==> src/rtl/fnms_pkg.sv <==
`default_nettype none

package fnms_pkg;

  // field widths fixed by the stream format
  localparam int ROW_BITS       = 12;
  localparam int COL_BITS       = 6;
  localparam int NROWS_BITS     = 13;
  localparam int SMOOTH_BITS    = 16;
  localparam int OUT_TDATA_BITS = 40;
  localparam int ROWS_LIMIT     = 4096;

  // parameter defaults
  localparam int SAMPLE_BITS_DEF = 16;
  localparam int MAX_COLS_DEF    = 62;
  localparam int QUEUE_DEPTH_DEF = 4;

  // configuration register indexes
  localparam int CFG_INDEX_BITS = 1;
  localparam logic [CFG_INDEX_BITS-1:0] REG_NUM_ROWS = 1'b0;
  localparam logic [CFG_INDEX_BITS-1:0] REG_NUM_COLS = 1'b1;

  // slot of each neighbour value in a command's value vector
  localparam int VAL_UP    = 0;
  localparam int VAL_DOWN  = 1;
  localparam int VAL_LEFT  = 2;
  localparam int VAL_RIGHT = 3;
  localparam int NUM_NBRS  = 4;

  // which neighbours lie inside the matrix
  typedef struct packed {
    logic right;
    logic left;
    logic down;
    logic up;
  } nbr_t;

  // per-result control info travelling from front to back
  typedef struct packed {
    logic [ROW_BITS-1:0] row;
    logic [COL_BITS-1:0] col;
    nbr_t                nbr;
    logic                run_last;
    logic                frame_last;
  } meta_t;

  localparam int META_BITS = $bits(meta_t);

  // last row index for a num_rows write, clamped to 2..4096 rows
  function automatic logic [ROW_BITS-1:0] rows_last(input logic [NROWS_BITS-1:0] v);
    logic [NROWS_BITS-1:0] m1;
    m1 = v - NROWS_BITS'(1);
    priority if (v < NROWS_BITS'(2)) begin
      rows_last = ROW_BITS'(1);
    end else if (v > NROWS_BITS'(ROWS_LIMIT)) begin
      rows_last = ROW_BITS'(ROWS_LIMIT - 1);
    end else begin
      rows_last = m1[ROW_BITS-1:0];
    end
  endfunction

endpackage

`default_nettype wire

==> src/rtl/fnms_queue.sv <==
`default_nettype none

module fnms_queue #(
  parameter int WIDTH = 8,
  parameter int DEPTH = fnms_pkg::QUEUE_DEPTH_DEF,
  localparam int LW   = $clog2(DEPTH + 1)
) (
  input  logic             clk,
  input  logic             rst,
  input  logic             push,
  input  logic [WIDTH-1:0] push_data,
  input  logic             pop,
  output logic             valid,
  output logic [WIDTH-1:0] pop_data,
  output logic [LW-1:0]    level
);

  localparam int PW = (DEPTH > 1) ? $clog2(DEPTH) : 1;

  logic [WIDTH-1:0] slots [DEPTH];
  logic [PW-1:0]    wr_ptr;
  logic [PW-1:0]    rd_ptr;

  always_ff @(posedge clk) begin
    if (push) begin
      slots[wr_ptr] <= push_data;
    end
  end

  always_ff @(posedge clk) begin
    if (rst) begin
      wr_ptr <= '0;
      rd_ptr <= '0;
      level  <= '0;
    end else begin
      if (push) begin
        wr_ptr <= (wr_ptr == PW'(DEPTH - 1)) ? '0 : wr_ptr + PW'(1);
      end
      if (pop) begin
        rd_ptr <= (rd_ptr == PW'(DEPTH - 1)) ? '0 : rd_ptr + PW'(1);
      end
      unique case ({push, pop})
        2'b10:   level <= level + LW'(1);
        2'b01:   level <= level - LW'(1);
        default: level <= level;
      endcase
    end
  end

  assign valid    = (level != '0);
  assign pop_data = slots[rd_ptr];

endmodule

`default_nettype wire

==> config.mk <==
export PLATFORM = sky130hd
export DESIGN_NAME = fnms_queue
export DESIGN_NICKNAME = d
export VERILOG_FILES = /design/src/rtl/fnms_pkg.sv /design/src/rtl/fnms_queue.sv
export SDC_FILE = /design/constraint.sdc
export NUM_CORES = 1
export LEC_CHECK = 0
export ABC_AREA = 1
export BUFFER_PORTS_ARGS = -buffer_cell sky130_fd_sc_hd__buf_2
export CAP_MARGIN = 10
export CORE_ASPECT_RATIO = 1.25
export CORE_MARGIN = 5
export CORE_UTILIZATION = 31
export DETAILED_ROUTE_END_ITERATION = 10
export SLEW_MARGIN = 20
export SYNTH_ARGS = -nofsm -noshare
export SYNTH_HDL_FRONTEND = slang
export SYNTH_SLANG_ARGS = --single-unit
==> constraint.sdc <==
create_clock -name clk -period 2.2 [get_ports clk]
set_clock_uncertainty 0.2 [all_clocks]
set_input_delay 0.44 -clock clk [delete_from_list [all_inputs] [get_ports clk]]
set_output_delay 0.44 -clock clk [all_outputs]
set_load 0.01 [all_outputs]
==> results.py <==
metrics = {
    "status": {
        "run_status": "complete, no violations",
    },
    "cells_and_area": {
        "fillers": 525,
        "seq_area_um2": 1140,
        "layout-drive-gt1-share_pct": 23.6,
        "multi_input_area_um2": 418,
        "final_cells": 227,
        "final_cell_mix": "edfxtp_1 (32), buf_2 (23), nor2_1 (19)",
        "final_common_cell": "edfxtp_1",
        "fin_nets": 183,
        "area_delta_synth_final_pct": 19.0,
        "num_antenna_cells": 0,
        "stdcell_area_um2": 1960,
    },
    "drt": {
        "wl_per_cell_um": 13.5,
        "wirelength_met1_um": 1280,
        "via_per_inst": 4.63,
        "drc_errors": 0,
        "routed_wl_um": 3060,
        "met3WireLength_um": 207,
        "dr.pass1.iters": 4,
        "routed.top_layer": "met4",
        "vias": 1050,
        "met2_length_um": 1550,
        "postRouteAntennaNets": 0,
        "drt_iter0_drc": 76,
    },
    "critical_path": {
        "crit_path_max_fanout": 16,
        "cp_cell_sequence": "inv_2 > nor2_1 > o22ai_1 > buf_2",
        "slowest_stage": "dfxtp_2",
        "cp.required_ps": 1560,
        "crit_type": "reg -> out",
        "max_stage_delay_ps": 360,
        "cp.arrival_ps": 1330,
        "crit-reg2reg-capture": "level[2]",
        "reg2reg_from": "level[1]",
        "r2r_cells": 8,
        "crit_path_end_kind": "primary output",
        "r2r_slack_ps": 680,
        "startpoint_type": "register",
    },
    "timing": {
        "max_freq_mhz": 507,
        "fin_crit_sh_pct": 89.7,
        "maxSlewViolCount": 0,
        "relSlewSlack_pct": 73.3,
        "grt_setup_unrepaired": "false",
        "worst_slew_pin_slew_ps": 400,
        "tns_ps": 0,
        "final.min_clock_period_ps": 1970,
        "setup_viol": 0,
        "hold_viol": 0,
    },
    "clocking": {
        "cts_hold_buf": 0,
        "cts_sinks": 41,
        "htree_levels": 2,
        "cts-buffers-inserted": 5,
        "clk_latency_ps": 280,
        "root_buffer": "clkbuf_8",
        "clk_pin_slew_ps": 70,
        "cts_tree": "done",
        "ctsLongestPathBuffers": 2,
    },
    "global_route": {
        "globalRouteOverflowTotal": 0,
        "grt_max_degree": 17,
        "antenna_found_initial": 0,
        "grt_pass1_wl_um": 5090,
        "grt_pass1_vias": 1123,
        "track_usage_pct": 9.83,
    },
    "hold_path": {
        "hp-class": "in -> reg",
        "hp-start": "rst",
        "min_path_cells": 2,
        "hold_end": "wr_ptr[0]",
    },
    "synthesis": {
        "ys_seq_elements": 41,
        "synth.net_count": 154,
        "syn_area_per_cell_um2": 12.2,
        "ys_types": 18,
        "yosys_warnings": 0,
        "ys_seq_area_share_pct": 69.2,
        "synth_area_um2": 1650,
        "synth_cells": 135,
    },
    "pwr": {
        "total_power_mw": 1.79,
        "p_per_area_nw_per_um2": 910,
        "leakagePower_nw": 0.795,
        "peakVddDrop_v": 0.000527,
    },
    "floorplan": {
        "core_area_um2": 5120,
        "pin_count": 24,
        "die_width_um": 75.2,
        "placementRows": 29,
        "die_y_um": 91.5,
        "die_area_um2": 6890,
        "start_util_pct": 32.2,
    },
    "placed_design": {
        "hpwl_um": 2170,
        "portBuffers": 23,
        "place_inst": 219,
        "place_congestion": 0.723,
        "dpl_cell_area_um2": 1830,
    },
    "flow_run": {
        "cap_violations": 0,
    },
}
[per-stage QoR]
step                util, %  hold slack [ps]  worst slack, ps
global route           38.3              143             82.5
finish                 38.3              143              228
floorplan                 -              294              478
detailed placement     35.7              334              228
global placement       35.7              330              290
CTS                    38.3              141             99.6
[cells by family after synthesis]
group | after synthesis | share of synthesized area (%)
DFF | 41 | 69.2
and+or+nand+nor | 34 | 8.50
AOI/OAI and AO/OA | 33 | 11.1
buffers and inverters | 20 | 5.46
adders and majority gates | 7 | 5.77
[where the power goes]
part	leakage (nW)	internal, mW	total (mW)	switching [mW]
clock network	0.0681	0.451	0.701	0.250
logic	0.358	0.0703	0.188	0.118
registers	0.369	0.876	0.897	0.0209
total	0.795	1.40	1.79	0.388
[layout make-up]
type | count | share of cell area (%)
flip-flops and latches | 41 | 58.2
multi-input cells | 74 | 21.3
repair buffers | 24 | 6.25
well taps | 62 | 3.95
clock buffers | 5 | 3.51
inverters | 18 | 3.44
clock inverters | 3 | 3.32
[worst max path at each step]
| stage | endpoint | depth (start not counted) |
|---|---|---|
| after floorplan | level[2] | 10 |
| after global placement | level[2] | 11 |
| after detailed placement | level[2] | 11 |
| after CTS | pop_data[7] | 4 |
| after global routing | pop_data[7] | 4 |
| final | pop_data[7] | 4 |
[flip-flops by register name, summed over array words and instances (netlist names), named ones only]
name,flops
slots,32
level,3
rd_ptr,2
wr_ptr,2
[synth_stat cells]
| cell type | n | area (µm²) |
|---|---|---|
| dfxtp_1 | 9 | 180 |
| nand3_1 | 2 | 10.0 |
| ha_1 | 6 | 75.1 |
| nor3_1 | 2 | 10.0 |
| fa_1 | 1 | 20.0 |
| edfxtp_1 | 32 | 961 |
| nand4_1 | 1 | 6.26 |
| o22ai_1 | 8 | 50.1 |
| o21ai_0 | 16 | 80.1 |
| a21oi_1 | 5 | 25.0 |
| inv_1 | 17 | 63.8 |
| buf_6 | 2 | 22.5 |
| nor2_1 | 19 | 71.3 |
| o21ai_2 | 2 | 17.5 |
| o21ai_1 | 2 | 10.0 |
| nor2_2 | 2 | 12.5 |
| nand2_1 | 8 | 30.0 |
| inv_2 | 1 | 3.75 |
[critical path, delay by kind of cell, from the launching register on]
| family | cells | cell delay [ps] |
|---|---|---|
| flops | 1 | 360 |
| buf+inv | 2 | 420 |
| simple gates | 1 | 70 |
| compound gates | 1 | 200 |
[routing by layer]
| metal | track usage, % | vias up |
|---|---|---|
| met5 | 0 | - |
| met4 | 2.62 | 0 |
| met3 | 3.87 | 4 |
| met2 | 16.9 | 33 |
| met1 | 11.2 | 484 |
| li1 | - | 529 |
[repair_timing]
| item | in CTS | in global routing |
|---|---|---|
| setup buffers | 0 | 0 |
| gates resized for setup | 0 | 2 |
| setup endpoints to repair | 0 | 1 |
(Power assumes the default switching activity.)
