## config.mk

```make
export PLATFORM = sky130hd
export DESIGN_NAME = fnms_back
export DESIGN_NICKNAME = d
export VERILOG_FILES = /design/src/rtl/fnms_pkg.sv /design/src/rtl/fnms_back.sv
export SDC_FILE = /design/constraint.sdc
export NUM_CORES = 1
export LEC_CHECK = 0
export BUFFER_PORTS_ARGS = -buffer_cell sky130_fd_sc_hd__buf_2
export CAP_MARGIN = 20
export CELL_PAD_IN_SITES_DETAIL_PLACEMENT = 1
export CELL_PAD_IN_SITES_GLOBAL_PLACEMENT = 1
export CORE_MARGIN = 3
export CORE_UTILIZATION = 49
export CTS_BUF_LIST = sky130_fd_sc_hd__clkbuf_16
export CTS_CLUSTER_SIZE = 40
export DETAILED_ROUTE_END_ITERATION = 10
export HOLD_SLACK_MARGIN = 0.12
export MAX_ROUTING_LAYER = met4
export PLACE_DENSITY_LB_ADDON = 0.1
export SLEW_MARGIN = 20
export SYNTH_ARGS = -nofsm -noshare
export SYNTH_HDL_FRONTEND = slang
export SYNTH_SLANG_ARGS = --single-unit
```

## constraint.sdc

```tcl
create_clock -name clk -period 10.05 [get_ports clk]
set_clock_uncertainty 0.15 [all_clocks]
set_input_delay 0.5025 -clock clk [delete_from_list [all_inputs] [get_ports clk]]
set_output_delay 0.5025 -clock clk [all_outputs]
set_load 0.1 [all_outputs]
```

## src/rtl/fnms_pkg.sv

```systemverilog
`default_nettype none

package fnms_pkg;

  // field widths fixed by the stream format
  localparam int ROW_BITS       = 12;
  localparam int COL_BITS       = 6;
  localparam int NROWS_BITS     = 13;
  localparam int SMOOTH_BITS    = 16;
  localparam int OUT_TDATA_BITS = 40;
  localparam int ROWS_LIMIT     = 4096;

  // parameter defaults
  localparam int SAMPLE_BITS_DEF = 16;
  localparam int MAX_COLS_DEF    = 62;
  localparam int QUEUE_DEPTH_DEF = 4;

  // configuration register indexes
  localparam int CFG_INDEX_BITS = 1;
  localparam logic [CFG_INDEX_BITS-1:0] REG_NUM_ROWS = 1'b0;
  localparam logic [CFG_INDEX_BITS-1:0] REG_NUM_COLS = 1'b1;

  // slot of each neighbour value in a command's value vector
  localparam int VAL_UP    = 0;
  localparam int VAL_DOWN  = 1;
  localparam int VAL_LEFT  = 2;
  localparam int VAL_RIGHT = 3;
  localparam int NUM_NBRS  = 4;

  // which neighbours lie inside the matrix
  typedef struct packed {
    logic right;
    logic left;
    logic down;
    logic up;
  } nbr_t;

  // per-result control info travelling from front to back
  typedef struct packed {
    logic [ROW_BITS-1:0] row;
    logic [COL_BITS-1:0] col;
    nbr_t                nbr;
    logic                run_last;
    logic                frame_last;
  } meta_t;

  localparam int META_BITS = $bits(meta_t);

  // last row index for a num_rows write, clamped to 2..4096 rows
  function automatic logic [ROW_BITS-1:0] rows_last(input logic [NROWS_BITS-1:0] v);
    logic [NROWS_BITS-1:0] m1;
    m1 = v - NROWS_BITS'(1);
    priority if (v < NROWS_BITS'(2)) begin
      rows_last = ROW_BITS'(1);
    end else if (v > NROWS_BITS'(ROWS_LIMIT)) begin
      rows_last = ROW_BITS'(ROWS_LIMIT - 1);
    end else begin
      rows_last = m1[ROW_BITS-1:0];
    end
  endfunction

endpackage

`default_nettype wire

```

## src/rtl/fnms_back.sv

```systemverilog
`default_nettype none

module fnms_back #(
  parameter int SAMPLE_BITS = fnms_pkg::SAMPLE_BITS_DEF
) (
  input  logic                                       clk,
  input  logic                                       rst,
  input  logic                                       q_valid,
  input  fnms_pkg::meta_t                            q_meta,
  input  logic [fnms_pkg::NUM_NBRS*SAMPLE_BITS-1:0]  q_vals,
  output logic                                       q_pop,
  output logic                                       m_valid,
  input  logic                                       m_ready,
  output logic [fnms_pkg::OUT_TDATA_BITS-1:0]        m_data,
  output logic                                       m_last,
  output logic                                       m_user
);

  localparam int SB = SAMPLE_BITS;
  localparam int SW = SB + 2;
  localparam int K  = SB + 4;
  localparam int RW = SB + 3;
  localparam longint unsigned RECIP_L = (64'd1 << K) / 64'd3;
  localparam logic [RW-1:0] RECIP = RW'(RECIP_L);
  // bias making any three-term sum non-negative
  localparam logic [SW-1:0] OFFS = SW'(3) << (SB - 1);
  localparam int OW = (SB < fnms_pkg::SMOOTH_BITS) ? SB : fnms_pkg::SMOOTH_BITS;

  logic adv;

  logic [SB-1:0] v_up;
  logic [SB-1:0] v_down;
  logic [SB-1:0] v_left;
  logic [SB-1:0] v_right;
  logic signed [SW-1:0] t_up;
  logic signed [SW-1:0] t_down;
  logic signed [SW-1:0] t_left;
  logic signed [SW-1:0] t_right;
  logic [3:0] mask;

  logic                 b0_v;
  logic signed [SW-1:0] b0_sum;
  logic                 b0_c3;
  logic                 b0_c4;
  fnms_pkg::meta_t      b0_meta;

  logic                 b1_v;
  logic [SW-1:0]        b1_u;
  logic [SB-1:0]        b1_shift;
  logic                 b1_c3;
  fnms_pkg::meta_t      b1_meta;

  logic                 b2_v;
  logic [SW+RW-1:0]     b2_prod;
  logic [SW-1:0]        b2_u;
  logic [SB-1:0]        b2_shift;
  logic                 b2_c3;
  fnms_pkg::meta_t      b2_meta;

  logic signed [SW-1:0] half;
  logic signed [SW-1:0] quarter;
  logic [SB-1:0]        q0;
  logic [SW-1:0]        three_q;
  logic [SW-1:0]        rem;
  logic [SB-1:0]        q;
  logic [SB-1:0]        mean;
  logic [fnms_pkg::SMOOTH_BITS-1:0] smoothed;

  always_comb begin
    adv     = !m_valid || m_ready;
    q_pop   = q_valid && adv;
    v_up    = q_vals[fnms_pkg::VAL_UP*SB +: SB];
    v_down  = q_vals[fnms_pkg::VAL_DOWN*SB +: SB];
    v_left  = q_vals[fnms_pkg::VAL_LEFT*SB +: SB];
    v_right = q_vals[fnms_pkg::VAL_RIGHT*SB +: SB];
    t_up    = q_meta.nbr.up    ? {{2{v_up[SB-1]}}, v_up}       : '0;
    t_down  = q_meta.nbr.down  ? {{2{v_down[SB-1]}}, v_down}   : '0;
    t_left  = q_meta.nbr.left  ? {{2{v_left[SB-1]}}, v_left}   : '0;
    t_right = q_meta.nbr.right ? {{2{v_right[SB-1]}}, v_right} : '0;
    mask    = q_meta.nbr;
    half    = b0_sum >>> 1;
    quarter = b0_sum >>> 2;
    // floor(u/3): estimate is exact or one low
    q0       = b2_prod[K +: SB];
    three_q  = SW'(q0) + (SW'(q0) << 1);
    rem      = b2_u - three_q;
    q        = (rem >= SW'(3)) ? q0 + SB'(1) : q0;
    mean     = b2_c3 ? {~q[SB-1], q[SB-2:0]} : b2_shift;
    smoothed = fnms_pkg::SMOOTH_BITS'(mean[OW-1:0]);
  end

  always_ff @(posedge clk) begin
    if (adv) begin
      // neighbour count is 2, 3 or 4: odd parity means 3
      b0_sum   <= t_up + t_down + t_left + t_right;
      b0_c3    <= ^mask;
      b0_c4    <= &mask;
      b0_meta  <= q_meta;

      b1_u     <= b0_sum + OFFS;
      b1_shift <= b0_c4 ? quarter[SB-1:0] : half[SB-1:0];
      b1_c3    <= b0_c3;
      b1_meta  <= b0_meta;

      b2_prod  <= b1_u * RECIP;
      b2_u     <= b1_u;
      b2_shift <= b1_shift;
      b2_c3    <= b1_c3;
      b2_meta  <= b1_meta;

      m_data   <= fnms_pkg::OUT_TDATA_BITS'({b2_meta.col, b2_meta.row, smoothed});
      m_last   <= b2_meta.run_last;
      m_user   <= b2_meta.frame_last;
    end
  end

  always_ff @(posedge clk) begin
    if (rst) begin
      b0_v    <= 1'b0;
      b1_v    <= 1'b0;
      b2_v    <= 1'b0;
      m_valid <= 1'b0;
    end else if (adv) begin
      b0_v    <= q_valid;
      b1_v    <= b0_v;
      b2_v    <= b1_v;
      m_valid <= b2_v;
    end
  end

endmodule

`default_nettype wire

```

==> metrics.txt, run 1 <==
# TYPE chip_impl_metric gauge
chip_impl_metric{name="grt_pass1_vias",unit=""} 9845
chip_impl_metric{name="grt_usage",unit=""} 0.217
chip_impl_metric{name="hold-path-cell-count",unit=""} 0
chip_impl_info{name="clock_tree.root_cell",value="clkbuf_16"} 1
chip_impl_metric{name="synth-seq-area-share",unit=""} 0.432
chip_impl_metric{name="insertedDiodeCount",unit=""} 0
chip_impl_info{name="synth_area_leader_cell",value="edfxtp_1"} 1
chip_impl_metric{name="timing.max_cap.violations",unit=""} 0
chip_impl_metric{name="detailedPlacementHpwl",unit="um"} 25900
chip_impl_info{name="tritoncts",value="done"} 1
chip_impl_metric{name="tns",unit="ns"} 0
chip_impl_metric{name="routed_wire_length_per_instance",unit="um"} 18.9
chip_impl_metric{name="hold_viol_final",unit=""} 0
chip_impl_metric{name="fin_crit_sh",unit=""} 0.647
chip_impl_metric{name="cts.clk_slew.worst_paths",unit="ns"} 0.07
chip_impl_info{name="worstSetupStartpointType",value="register"} 1
chip_impl_info{name="synthTopCellsByArea",value="edfxtp_1, fa_1, ha_1"} 1
chip_impl_metric{name="synth_area",unit="um2"} 14200
chip_impl_metric{name="post_drt_via_cell_ratio",unit=""} 5.23
chip_impl_metric{name="numPlacedInstances",unit=""} 1660
chip_impl_metric{name="pin_count",unit=""} 136
chip_impl_metric{name="maxSlewHeadroom",unit=""} 0.300
chip_impl_metric{name="synth-async-reset-ratio",unit=""} 0
chip_impl_metric{name="synth_top_area_frac",unit=""} 0.426
chip_impl_info{name="hold_path_class",value="register to register"} 1
chip_impl_info{name="timing.critical_path.to_type",value="register"} 1
chip_impl_metric{name="syn_to_final_growth",unit="%"} 14.1
chip_impl_metric{name="drt_iter0_drc",unit=""} 465
chip_impl_metric{name="worst_r2r_path_depth",unit=""} 20
chip_impl_metric{name="core.rowCount",unit=""} 61
chip_impl_metric{name="grt_antenna_before_repair",unit=""} 0
chip_impl_metric{name="initial_utilization",unit=""} 0.504
chip_impl_metric{name="critical_path.max_fanout",unit=""} 3
chip_impl_metric{name="unique_cell_type_count_in_the_yosys_netlist",unit=""} 68
chip_impl_info{name="synthMostInstantiatedCell",value="inv_1"} 1
chip_impl_metric{name="port-buffer-count",unit=""} 129
chip_impl_metric{name="wl_final",unit="um"} 32500
chip_impl_metric{name="core-area",unit="um2"} 28200
chip_impl_metric{name="worst_ep_arrival_time",unit="ns"} 6.60
chip_impl_metric{name="numCtsBuffers",unit=""} 23
chip_impl_info{name="criticalPathCategory",value="register to register"} 1
chip_impl_metric{name="fp.dieH",unit="um"} 176
chip_impl_metric{name="drt.antenna.violating_nets",unit=""} 0
chip_impl_metric{name="worst_slew_pin_slew",unit="ns"} 1.05
chip_impl_info{name="synth_flop_cell",value="edfxtp_1"} 1
chip_impl_metric{name="worstPathRequired",unit="ns"} 10.15
chip_impl_info{name="outcome",value="complete, no violations"} 1
chip_impl_metric{name="post-route-drc-count",unit=""} 0
chip_impl_metric{name="count_of_flip_flops_with_a_built_in_enable_after_synthesis",unit=""} 202
chip_impl_metric{name="synthCells",unit=""} 1166
chip_impl_metric{name="postSynthAreaPerCell",unit="um2"} 12.2
chip_impl_metric{name="synth.ff_latch_count",unit=""} 206
chip_impl_metric{name="number_of_cells_in_the_finished_layout_apart_from_fillers",unit=""} 1723
chip_impl_metric{name="max_freq",unit="MHz"} 154
chip_impl_metric{name="clk-insertion-delay-late",unit="ns"} 0.50
chip_impl_metric{name="post_route_cells_drive_above_1_share",unit=""} 0.146
chip_impl_metric{name="global_route.overflow_total",unit=""} 0
chip_impl_metric{name="drv_slew",unit=""} 0
chip_impl_metric{name="nNetsFinal",unit=""} 1694
chip_impl_metric{name="cts.htree.levels",unit=""} 1
chip_impl_metric{name="detailroute.via_count",unit=""} 9014
chip_impl_metric{name="finalSetupViolations",unit=""} 0
chip_impl_metric{name="design.die.area",unit="um2"} 31100
chip_impl_metric{name="cts_max_path_buffers",unit=""} 3
chip_impl_metric{name="synth-warning-count",unit=""} 0
chip_impl_metric{name="gp_congestion",unit=""} 0.899
chip_impl_metric{name="min_period",unit="ns"} 6.50
chip_impl_metric{name="fp.dieW",unit="um"} 176
chip_impl_metric{name="clock_sink_count",unit=""} 206
chip_impl_info{name="setup_repair_after_global_routing_missed_its_margin",value="false"} 1
chip_impl_info{name="synthTopCellsByCount",value="inv_1, edfxtp_1, ha_1"} 1
chip_impl_metric{name="filler_cell_count",unit=""} 2979
chip_impl_metric{name="grt_first_pass_wirelength",unit="um"} 51500
chip_impl_metric{name="maximum_number_of_pins_on_one_net_before_global_route_repair",unit=""} 86
chip_impl_metric{name="detailedRoute.firstPassIterationCount",unit=""} 4
metrics by stage:
step	hold WS, ns	cell area [um2]	utilization	setup slack [ns]
after floorplan	0.250	14300	-	1.71
after global placement	0.250	15300	0.542	3.75
after detailed placement	0.255	15300	0.542	3.56
after CTS	0.263	16200	0.575	3.55
after global routing	0.272	16200	0.575	3.16
final	0.263	16200	0.575	3.55
routing by layer:
| metal | vias up | part of all wire | GRT usage |
|---|---|---|---|
| met4 | 0 | 0.036 | 0.0684 |
| met3 | 71 | 0.059 | 0.0316 |
| met1 | 4398 | 0.42 | 0.276 |
| met2 | 224 | 0.48 | 0.363 |
| met5 | - | 0 | - |
| li1 | 4321 | - | - |
cell type report:
cell class,count,area [um2],area share
clock inverter,18,159,0.00978
clock buffer,23,576,0.0354
timing repair buffer,154,888,0.0547
sequential,206,6150,0.378
tap,378,473,0.0291
inverter,208,781,0.0481
multi-input combinational,736,7230,0.445
what timing repair did:
item	in CTS	in global routing
hold endpoints to repair	24	0
gates resized for setup	0	0
hold buffers	22	0
setup buffers	0	0
layout by cell type, fill, tap and decap left out, types with 4 or more instances in the layout:
cell	n
and2_1	25
nand2_1	77
a211oi_1	11
inv_1	210
a21oi_1	44
clkbuf_16	23
o211ai_1	5
fa_1	122
dlygate4sd3_1	22
nand2b_1	5
or3_1	12
conb_1	6
xor2_1	12
o21ai_1	10
mux2i_1	5
o21a_1	8
dfxtp_1	4
buf_2	129
o21ai_0	23
and3_1	4
nor3_1	7
clkinv_2	4
nor2_1	44
a211o_1	6
xnor2_1	30
nor2b_1	8
or4_1	4
clkinv_1	4
edfxtp_1	202
a21o_1	18
nand4_1	7
ha_1	151
nand3_1	18
mux2_2	15
a31oi_1	9
registers in the layout, indices dropped and copies added, names as in the netlist:
register  flops
m_data       34
b0_meta      20
b1_meta      20
b2_meta      20
b0_sum       18
b1_u         18
b2_prod      18
b1_shift     16
b2_shift     16
b2_u         16
b0_c3         1
b0_c4         1
b0_v          1
b1_c3         1
b1_v          1
b2_c3         1
b2_v          1
m_last        1
m_user        1
m_valid       1
worst max-delay path, stage by stage, from the launching register on:
cell and delay (ns):
edfxtp_1 0.44, ha_1 0.37, fa_1 0.53, inv_1 0.06
fa_1 0.60, inv_1 0.13, fa_1 0.55, inv_1 0.05
fa_1 0.48, fa_1 0.55, inv_1 0.04, ha_1 0.31
o21ai_0 0.09, o21ai_0 0.34, a211oi_1 0.13, a2111o_1 0.46
a21oi_1 0.25, a31oi_1 0.19, a21oi_1 0.26, a21oi_1 0.13
xnor2_1 0.13
kinds of logic (layout without fill, tap and decap cells):
family / after synthesis / in the layout / share of synthesized area
muxes: 20 / 20 / 0.0154
and+or+nand+nor: 224 / 224 / 0.0765
buffers and inverters: 229 / 403 / 0.0628
other: 1 / 6 / 0.000263
DFF: 206 / 206 / 0.432
adders and majority gates: 273 / 273 / 0.304
AOI/OAI and AO/OA: 171 / 171 / 0.0834
xor gates and xnor gates: 42 / 42 / 0.0258
path summary, 6_finish.rpt:
| path | startpoint | to | slack (ns) |
|---|---|---|---|
| worst min register to register | b2_meta[11]$_DFFE_PN_ | m_data[33]$_DFFE_PN_ | 0.26 |
| worst min-delay path | b2_meta[11]$_DFFE_PN_ | m_data[33]$_DFFE_PN_ | 0.26 |
| worst max register to register | b1_u[5]$_DFFE_PN_ | b2_prod[35]$_DFFE_PN_ | 3.55 |
| worst max-delay path | b1_u[5]$_DFFE_PN_ | b2_prod[35]$_DFFE_PN_ | 3.55 |
Power of run 1 is left out: the tool's default activity adds up to more than one toggle a clock period on the data nets, which glitch-free logic cannot reach.
==> run 2, diff against run 1 <==
Settings changed: ABC_AREA set to 1, CORE_UTILIZATION 49 to 48.
Clock period 10.05 ns to 6.8 ns, I/O delays scaled along.
==> run 2 against run 1 <==
Synthesized area increased by 4.3%; synthesized cell count grew 26%; via count up 15%; first-iteration DRC count increased by 8.4%; core utilization fell by 1.3 points; global-route usage grew 2.0 points; sequential share of layout area shrank 1.4 points; flip-flop and latch count unchanged; clock-buffer cell count unchanged; die area is 6.3% higher; wire length up 14%; maximum frequency grew 11%.
==> metrics.txt, run 2 <==
# TYPE chip_impl_metric gauge
chip_impl_metric{name="maxSlewHeadroom",unit=""} 0.390
chip_impl_metric{name="detailroute.via_count",unit=""} 10357
chip_impl_metric{name="core-area",unit="um2"} 30000
chip_impl_info{name="criticalPathCategory",value="register to register"} 1
chip_impl_metric{name="design.die.area",unit="um2"} 33100
chip_impl_info{name="outcome",value="complete, no violations"} 1
chip_impl_info{name="layout.cells.most_common_list",value="nand2_1, inv_1, edfxtp_1"} 1
chip_impl_metric{name="cts_post_setup_buffers_inserted",unit=""} 0
chip_impl_metric{name="hold_viol_final",unit=""} 0
chip_impl_metric{name="max_stage_delay",unit="ns"} 0.61
chip_impl_metric{name="syn_to_final_growth",unit="%"} 13.7
chip_impl_metric{name="numCtsBuffers",unit=""} 23
chip_impl_info{name="synth_area_leader_cell",value="edfxtp_1"} 1
chip_impl_metric{name="postSynthAreaPerCell",unit="um2"} 10.1
chip_impl_metric{name="count_of_flip_flops_with_a_built_in_enable_after_synthesis",unit=""} 202
chip_impl_metric{name="wl_final",unit="um"} 37200
chip_impl_info{name="combinational_family_with_the_most_area_after_synthesis",value="adder cells"} 1
chip_impl_metric{name="synth-compound-area-share",unit=""} 0.0505
chip_impl_info{name="synthTopCellsByArea",value="edfxtp_1, fa_1, ha_1"} 1
chip_impl_metric{name="post_route_cells_drive_above_1_share",unit=""} 0.112
chip_impl_info{name="synthMostInstantiatedCell",value="nand2_1"} 1
chip_impl_metric{name="synth-warning-count",unit=""} 0
chip_impl_metric{name="grt_pass1_vias",unit=""} 11259
chip_impl_info{name="setup_repair_after_global_routing_missed_its_margin",value="false"} 1
chip_impl_info{name="timing.critical_path.to_type",value="register"} 1
chip_impl_metric{name="maximum_number_of_pins_on_one_net_before_global_route_repair",unit=""} 133
chip_impl_metric{name="gp_congestion",unit=""} 0.928
chip_impl_metric{name="cts_max_path_buffers",unit=""} 3
chip_impl_metric{name="post_drt_via_cell_ratio",unit=""} 5.09
chip_impl_metric{name="grt_antenna_before_repair",unit=""} 2
chip_impl_metric{name="global_route.overflow_total",unit=""} 0
chip_impl_metric{name="grt_first_pass_wirelength",unit="um"} 60000
chip_impl_metric{name="nNetsFinal",unit=""} 1990
chip_impl_metric{name="worstPathRequired",unit="ns"} 6.93
chip_impl_metric{name="critical_path.max_fanout",unit=""} 4
chip_impl_metric{name="synthCells",unit=""} 1464
chip_impl_info{name="crit_slowest_cell",value="fa_1"} 1
chip_impl_metric{name="synth_simple_gate_area_frac",unit=""} 0.135
chip_impl_metric{name="min_period",unit="ns"} 5.85
chip_impl_metric{name="final_cell_area",unit="um2"} 16900
chip_impl_metric{name="drv_slew",unit=""} 0
chip_impl_metric{name="drt.antenna.violating_nets",unit=""} 0
chip_impl_info{name="max_flop_register",value="m_data"} 1
chip_impl_metric{name="finalSetupViolations",unit=""} 0
chip_impl_metric{name="detailedPlacementHpwl",unit="um"} 30400
chip_impl_metric{name="pin_count",unit=""} 136
chip_impl_metric{name="post-route-drc-count",unit=""} 0
chip_impl_info{name="synth_flop_cell",value="edfxtp_1"} 1
chip_impl_metric{name="synthAdderAreaFrac",unit=""} 0.292
chip_impl_metric{name="worst_ep_arrival_time",unit="ns"} 5.98
chip_impl_info{name="clock_tree.root_cell",value="clkbuf_16"} 1
chip_impl_metric{name="synthXorXnorAreaFrac",unit=""} 0.0224
chip_impl_metric{name="cts.htree.levels",unit=""} 1
chip_impl_metric{name="detailed_place.area",unit="um2"} 15900
chip_impl_metric{name="synth-async-reset-ratio",unit=""} 0
chip_impl_metric{name="initial_utilization",unit=""} 0.495
chip_impl_metric{name="routed_wire_length_per_instance",unit="um"} 18.3
chip_impl_metric{name="core.rowCount",unit=""} 63
chip_impl_metric{name="finalHoldWorstSlack",unit="ns"} 0.222
chip_impl_metric{name="tns",unit="ns"} 0
chip_impl_metric{name="numPlacedInstances",unit=""} 1966
chip_impl_info{name="worstSetupStartpointType",value="register"} 1
chip_impl_metric{name="cts.clk_slew.worst_paths",unit="ns"} 0.06
chip_impl_info{name="tritoncts",value="done"} 1
chip_impl_metric{name="max_freq",unit="MHz"} 171
chip_impl_metric{name="synth-seq-area-share",unit=""} 0.414
chip_impl_metric{name="synth_top_area_frac",unit=""} 0.408
chip_impl_info{name="layout.cells.most_common",value="nand2_1"} 1
chip_impl_metric{name="yosys-mux-area-fraction",unit=""} 0.000758
chip_impl_metric{name="clock_sink_count",unit=""} 206
chip_impl_metric{name="fp.dieW",unit="um"} 182
chip_impl_metric{name="largest_register_ff_count",unit=""} 34
chip_impl_metric{name="fp.dieH",unit="um"} 182
chip_impl_metric{name="worst_slew_pin_slew",unit="ns"} 0.915
chip_impl_metric{name="synth.ff_latch_count",unit=""} 206
chip_impl_metric{name="unique_cell_type_count_in_the_yosys_netlist",unit=""} 47
chip_impl_info{name="timing.critical_path.cells",value="ha_1, fa_1, inv_1, fa_1, inv_1, fa_1, inv_1, fa_1, fa_1, inv_1, ha_1, a21oi_1, inv_1, a31oi_1, o21ai_0, nand2_1, nand3_1, a21oi_1, xnor2_1"} 1
chip_impl_metric{name="fin_crit_sh",unit=""} 0.860
chip_impl_info{name="synthTopCellsByCount",value="nand2_1, inv_1, edfxtp_1"} 1
chip_impl_metric{name="timing.max_cap.violations",unit=""} 0
chip_impl_metric{name="detailedRoute.firstPassIterationCount",unit=""} 5
chip_impl_metric{name="port-buffer-count",unit=""} 129
chip_impl_info{name="hold_path_class",value="input pin to register"} 1
chip_impl_metric{name="clk-insertion-delay-late",unit="ns"} 0.53
chip_impl_metric{name="synth_area",unit="um2"} 14900
chip_impl_metric{name="number_of_cells_in_the_finished_layout_apart_from_fillers",unit=""} 2033
chip_impl_metric{name="filler_cell_count",unit=""} 3380
chip_impl_metric{name="grt_usage",unit=""} 0.237
chip_impl_metric{name="drt_iter0_drc",unit=""} 504
==> run 2: cell count changes after synthesis, sizes merged, moves of 12 or more <==
cell / delta
xnor2: -17
inv: +95
xor2: +13
mux2: -14
or3: -12
nand2: +241
nor2: +27
and2: -25
a21o: -15
a21oi: +34
nand3: +45
==> run 2: path summary, 6_finish.rpt <==
check / startpoint / end / slack [ns] / cells after the start
max reg2reg: b1_u[14]$_DFFE_PN_ / b2_prod[35]$_DFFE_PN_ / 0.95 / 19
min: q_vals[49] / b0_sum[1]$_DFFE_PN_ / 0.22 / 5
max: b1_u[14]$_DFFE_PN_ / b2_prod[35]$_DFFE_PN_ / 0.95 / 19
min reg2reg: b1_meta[23]$_DFFE_PN_ / b2_meta[23]$_DFFE_PN_ / 0.27 / 0
==> run 2: through the flow <==
| step | util | setup WS (ns) |
|---|---|---|
| 5_1_grt | 0.562 | 0.628 |
| 4_1_cts | 0.562 | 0.916 |
| 2_1_floorplan | - | 0.392 |
| 3_3_place_gp | 0.529 | 1.11 |
| 3_5_place_dp | 0.529 | 0.943 |
| 6_report | 0.562 | 0.952 |
==> run 2: routing by layer <==
metal | vias up | track usage | part of all wire
li1 | 5026 | - | -
met3 | 71 | 0.0365 | 0.046
met1 | 5024 | 0.307 | 0.44
met4 | 0 | 0.0765 | 0.036
met2 | 236 | 0.385 | 0.48
met5 | - | - | 0
==> run 2: worst max-delay path: cells and delay by family (launching register included) <==
| kind | cells | cell delay, ns |
|---|---|---|
| buf+inv | 5 | 0.39 |
| compound gates | 4 | 0.75 |
| fa+ha+maj | 7 | 3.42 |
| xor+xnor | 1 | 0.09 |
| simple gates | 2 | 0.34 |
| flops | 1 | 0.45 |
==> run 2: cell type report <==
type	instances	area [um2]	area share
Multi-Input combinational cell	937	7460	0.442
Timing Repair Buffer	154	893	0.0529
Clock buffer	23	576	0.0341
Tap cell	390	488	0.0289
Sequential cell	206	6150	0.364
Inverter	303	1140	0.0678
Antenna cell	1	2.50	0.000148
Clock inverter	19	179	0.0106
==> run 2: kinds of logic after synthesis <==
group	Yosys count
other cells	1
fa+ha+maj	273
buf+inv	326
flops	206
simple gates	483
xor+xnor	38
compound gates	136
mux	1
==> run 2: timing repair <==
| item | in CTS | in global routing |
|---|---|---|
| hold buffers | 24 | 0 |
| endpoints found under the hold margin | 25 | 0 |
| resized for setup | 0 | 0 |
Power of run 2 is left out for the same reason.
==> run 3, diff against run 2 <==
Settings changed: PLACE_DENSITY_LB_ADDON 0.1 to 0.2.
==> run 3 against run 2 <==
Global-route usage increased by 0.59 points; clock-buffer cell count did not move; final area hardly changed; via count rose by 1.7%; non-clock buffer count increased by 2; critical path depth unchanged; die area is the same; maximum frequency rose by 0.54%.
==> metrics.txt, run 3 (synthesis gave the netlist of run 2 again) <==
# TYPE chip_impl_metric gauge
chip_impl_metric{name="global_route.overflow_total",unit=""} 0
chip_impl_metric{name="hold_viol_final",unit=""} 0
chip_impl_info{name="regToRegStartpoint",value="b1_u[12]$_DFFE_PN_"} 1
chip_impl_metric{name="pin_count",unit=""} 136
chip_impl_metric{name="post_drt_via_cell_ratio",unit=""} 5.18
chip_impl_metric{name="cts_hold_buf",unit=""} 26
chip_impl_metric{name="drt_iter0_drc",unit=""} 500
chip_impl_metric{name="drv_slew",unit=""} 0
chip_impl_metric{name="timing.max_cap.violations",unit=""} 0
chip_impl_metric{name="detailroute.via_count",unit=""} 10529
chip_impl_info{name="hp-start",value="b1_shift[1]$_DFFE_PN_"} 1
chip_impl_metric{name="grt_first_pass_wirelength",unit="um"} 61300
chip_impl_info{name="max_flop_register",value="m_data"} 1
chip_impl_metric{name="grt_usage",unit=""} 0.242
chip_impl_metric{name="post-route-drc-count",unit=""} 0
chip_impl_metric{name="wl_final",unit="um"} 38900
chip_impl_info{name="crit_slowest_cell",value="fa_1"} 1
chip_impl_metric{name="critical_path.max_fanout",unit=""} 4
chip_impl_info{name="tritoncts",value="done"} 1
chip_impl_info{name="worstHoldEndpoint",value="b2_shift[1]$_DFFE_PN_"} 1
chip_impl_metric{name="port-buffer-count",unit=""} 129
chip_impl_info{name="outcome",value="complete, no violations"} 1
chip_impl_info{name="layout.cells.most_common",value="nand2_1"} 1
chip_impl_metric{name="maximum_number_of_pins_on_one_net_before_global_route_repair",unit=""} 123
chip_impl_metric{name="max_stage_delay",unit="ns"} 0.62
chip_impl_metric{name="core-area",unit="um2"} 30000
chip_impl_metric{name="cts.clk_slew.worst_paths",unit="ns"} 0.07
chip_impl_info{name="timing.critical_path.to_type",value="register"} 1
chip_impl_metric{name="core.rowCount",unit=""} 63
chip_impl_metric{name="grt_antenna_before_repair",unit=""} 1
chip_impl_info{name="worstSetupStartpointType",value="register"} 1
chip_impl_metric{name="cts.htree.levels",unit=""} 1
chip_impl_info{name="layout.cells.most_common_list",value="nand2_1, inv_1, edfxtp_1"} 1
chip_impl_metric{name="worst_ep_arrival_time",unit="ns"} 5.92
chip_impl_metric{name="post_route_cells_drive_above_1_share",unit=""} 0.107
chip_impl_metric{name="grt_pass1_vias",unit=""} 11725
chip_impl_metric{name="finalSetupViolations",unit=""} 0
chip_impl_metric{name="largest_register_ff_count",unit=""} 34
chip_impl_metric{name="drt.antenna.violating_nets",unit=""} 0
chip_impl_metric{name="hold-path-cell-count",unit=""} 0
chip_impl_metric{name="nNetsFinal",unit=""} 1992
chip_impl_metric{name="worstPathRequired",unit="ns"} 6.91
chip_impl_metric{name="fin_crit_sh",unit=""} 0.855
chip_impl_metric{name="fp.dieW",unit="um"} 182
chip_impl_info{name="hold_path_class",value="register to register"} 1
chip_impl_metric{name="numCtsBuffers",unit=""} 23
chip_impl_metric{name="cts_post_setup_buffers_inserted",unit=""} 0
chip_impl_metric{name="initial_utilization",unit=""} 0.495
chip_impl_metric{name="fp.dieH",unit="um"} 182
chip_impl_metric{name="detailedPlacementHpwl",unit="um"} 30400
chip_impl_metric{name="setup.reg_to_reg.worst_slack",unit="ns"} 0.98
chip_impl_metric{name="syn_to_final_growth",unit="%"} 13.6
chip_impl_info{name="timing.critical_path.cells",value="ha_1, fa_1, inv_1, fa_1, inv_1, fa_1, inv_1, fa_1, fa_1, inv_1, ha_1, a21oi_1, o21a_1, inv_1, a21oi_1, nand3_1, nand2_1, o2111ai_1, xor2_1"} 1
chip_impl_metric{name="detailedRoute.firstPassIterationCount",unit=""} 5
chip_impl_metric{name="design.die.area",unit="um2"} 33100
chip_impl_metric{name="worst_slew_pin_slew",unit="ns"} 1.09
chip_impl_metric{name="worst_r2r_path_depth",unit=""} 19
chip_impl_info{name="r2r-end",value="b2_prod[33]$_DFFE_PN_"} 1
chip_impl_metric{name="tns",unit="ns"} 0
chip_impl_info{name="criticalPathCategory",value="register to register"} 1
chip_impl_metric{name="clk-insertion-delay-late",unit="ns"} 0.54
chip_impl_metric{name="routed_wire_length_per_instance",unit="um"} 19.1
chip_impl_metric{name="cts_max_path_buffers",unit=""} 3
chip_impl_metric{name="clock_sink_count",unit=""} 206
chip_impl_info{name="clock_tree.root_cell",value="clkbuf_16"} 1
chip_impl_info{name="setup_repair_after_global_routing_missed_its_margin",value="false"} 1
chip_impl_metric{name="max_freq",unit="MHz"} 172
chip_impl_metric{name="post_cts_resized",unit=""} 0
chip_impl_metric{name="min_period",unit="ns"} 5.82
chip_impl_metric{name="gp_congestion",unit=""} 0.901
chip_impl_metric{name="maxSlewHeadroom",unit=""} 0.276
-- run 3: cell types whose count changed in the layout (fill, tap and decap cells not counted), moves of 2 or more --
cell and delta:
clkinvlp_4 -4, dlygate4sd3_1 +2, clkinv_2 -2, inv_1 +5
-- run 3: cell type report --
class | count | area (um2)
multi-input cells | 937 | 7460
inverters | 303 | 1140
clock buffers | 23 | 576
clock inverters | 17 | 141
repair buffers | 156 | 913
fillers | 3339 | 13200
flip-flops and latches | 206 | 6150
well taps | 390 | 488
diodes | 2 | 5.00
-- run 3: worst max path at each step --
| stage | startpoint | endpoint | slack (ns) | cells after the start |
|---|---|---|---|---|
| after global placement | b1_u[14]$_DFFE_PN_ | b2_prod[33]$_DFFE_PN_ | 1.18 | 19 |
| after floorplan | m_valid$_SDFFE_PP0N_ | q_pop | 0.39 | 5 |
| final | b1_u[12]$_DFFE_PN_ | b2_prod[33]$_DFFE_PN_ | 0.98 | 19 |
| after global routing | b1_u[12]$_DFFE_PN_ | b2_prod[33]$_DFFE_PN_ | 0.62 | 19 |
| after CTS | b1_u[12]$_DFFE_PN_ | b2_prod[33]$_DFFE_PN_ | 0.99 | 19 |
| after detailed placement | b1_u[14]$_DFFE_PN_ | b2_prod[33]$_DFFE_PN_ | 1.03 | 19 |
-- run 3: stage by stage --
step                      hold WS [ns]  utilization  worst slack [ns]  cell area (um2)  instances
after floorplan                  0.250            -             0.392            14900       1469
after global placement           0.250        0.529              1.18            15900       1966
after detailed placement         0.256        0.529              1.03            15900       1966
after CTS                        0.264        0.562             0.995            16900       2032
after global routing             0.264        0.562             0.616            16900       2034
final                            0.264        0.562             0.984            16900       2034
-- run 3: critical path, delay by kind of cell (launching register included) --
| family | cells | cell delay (ns) |
|---|---|---|
| adders and majority gates | 7 | 3.45 |
| DFF | 1 | 0.43 |
| buffers and inverters | 5 | 0.39 |
| xor gates and xnor gates | 1 | 0.19 |
| AOI/OAI and AO/OA | 4 | 0.63 |
| and+or+nand+nor | 2 | 0.32 |
-- run 3: per-layer routing --
metal / wire (um) / vias to the layer above / share of wire / global-route usage
li1: - / 5021 / - / -
met1: 15600 / 5147 / 0.40 / 0.285
met2: 19800 / 288 / 0.51 / 0.426
met3: 2190 / 73 / 0.056 / 0.0407
met4: 1330 / 0 / 0.034 / 0.0759
met5: 0 / - / 0 / -
Power of run 3 is left out for the same reason.
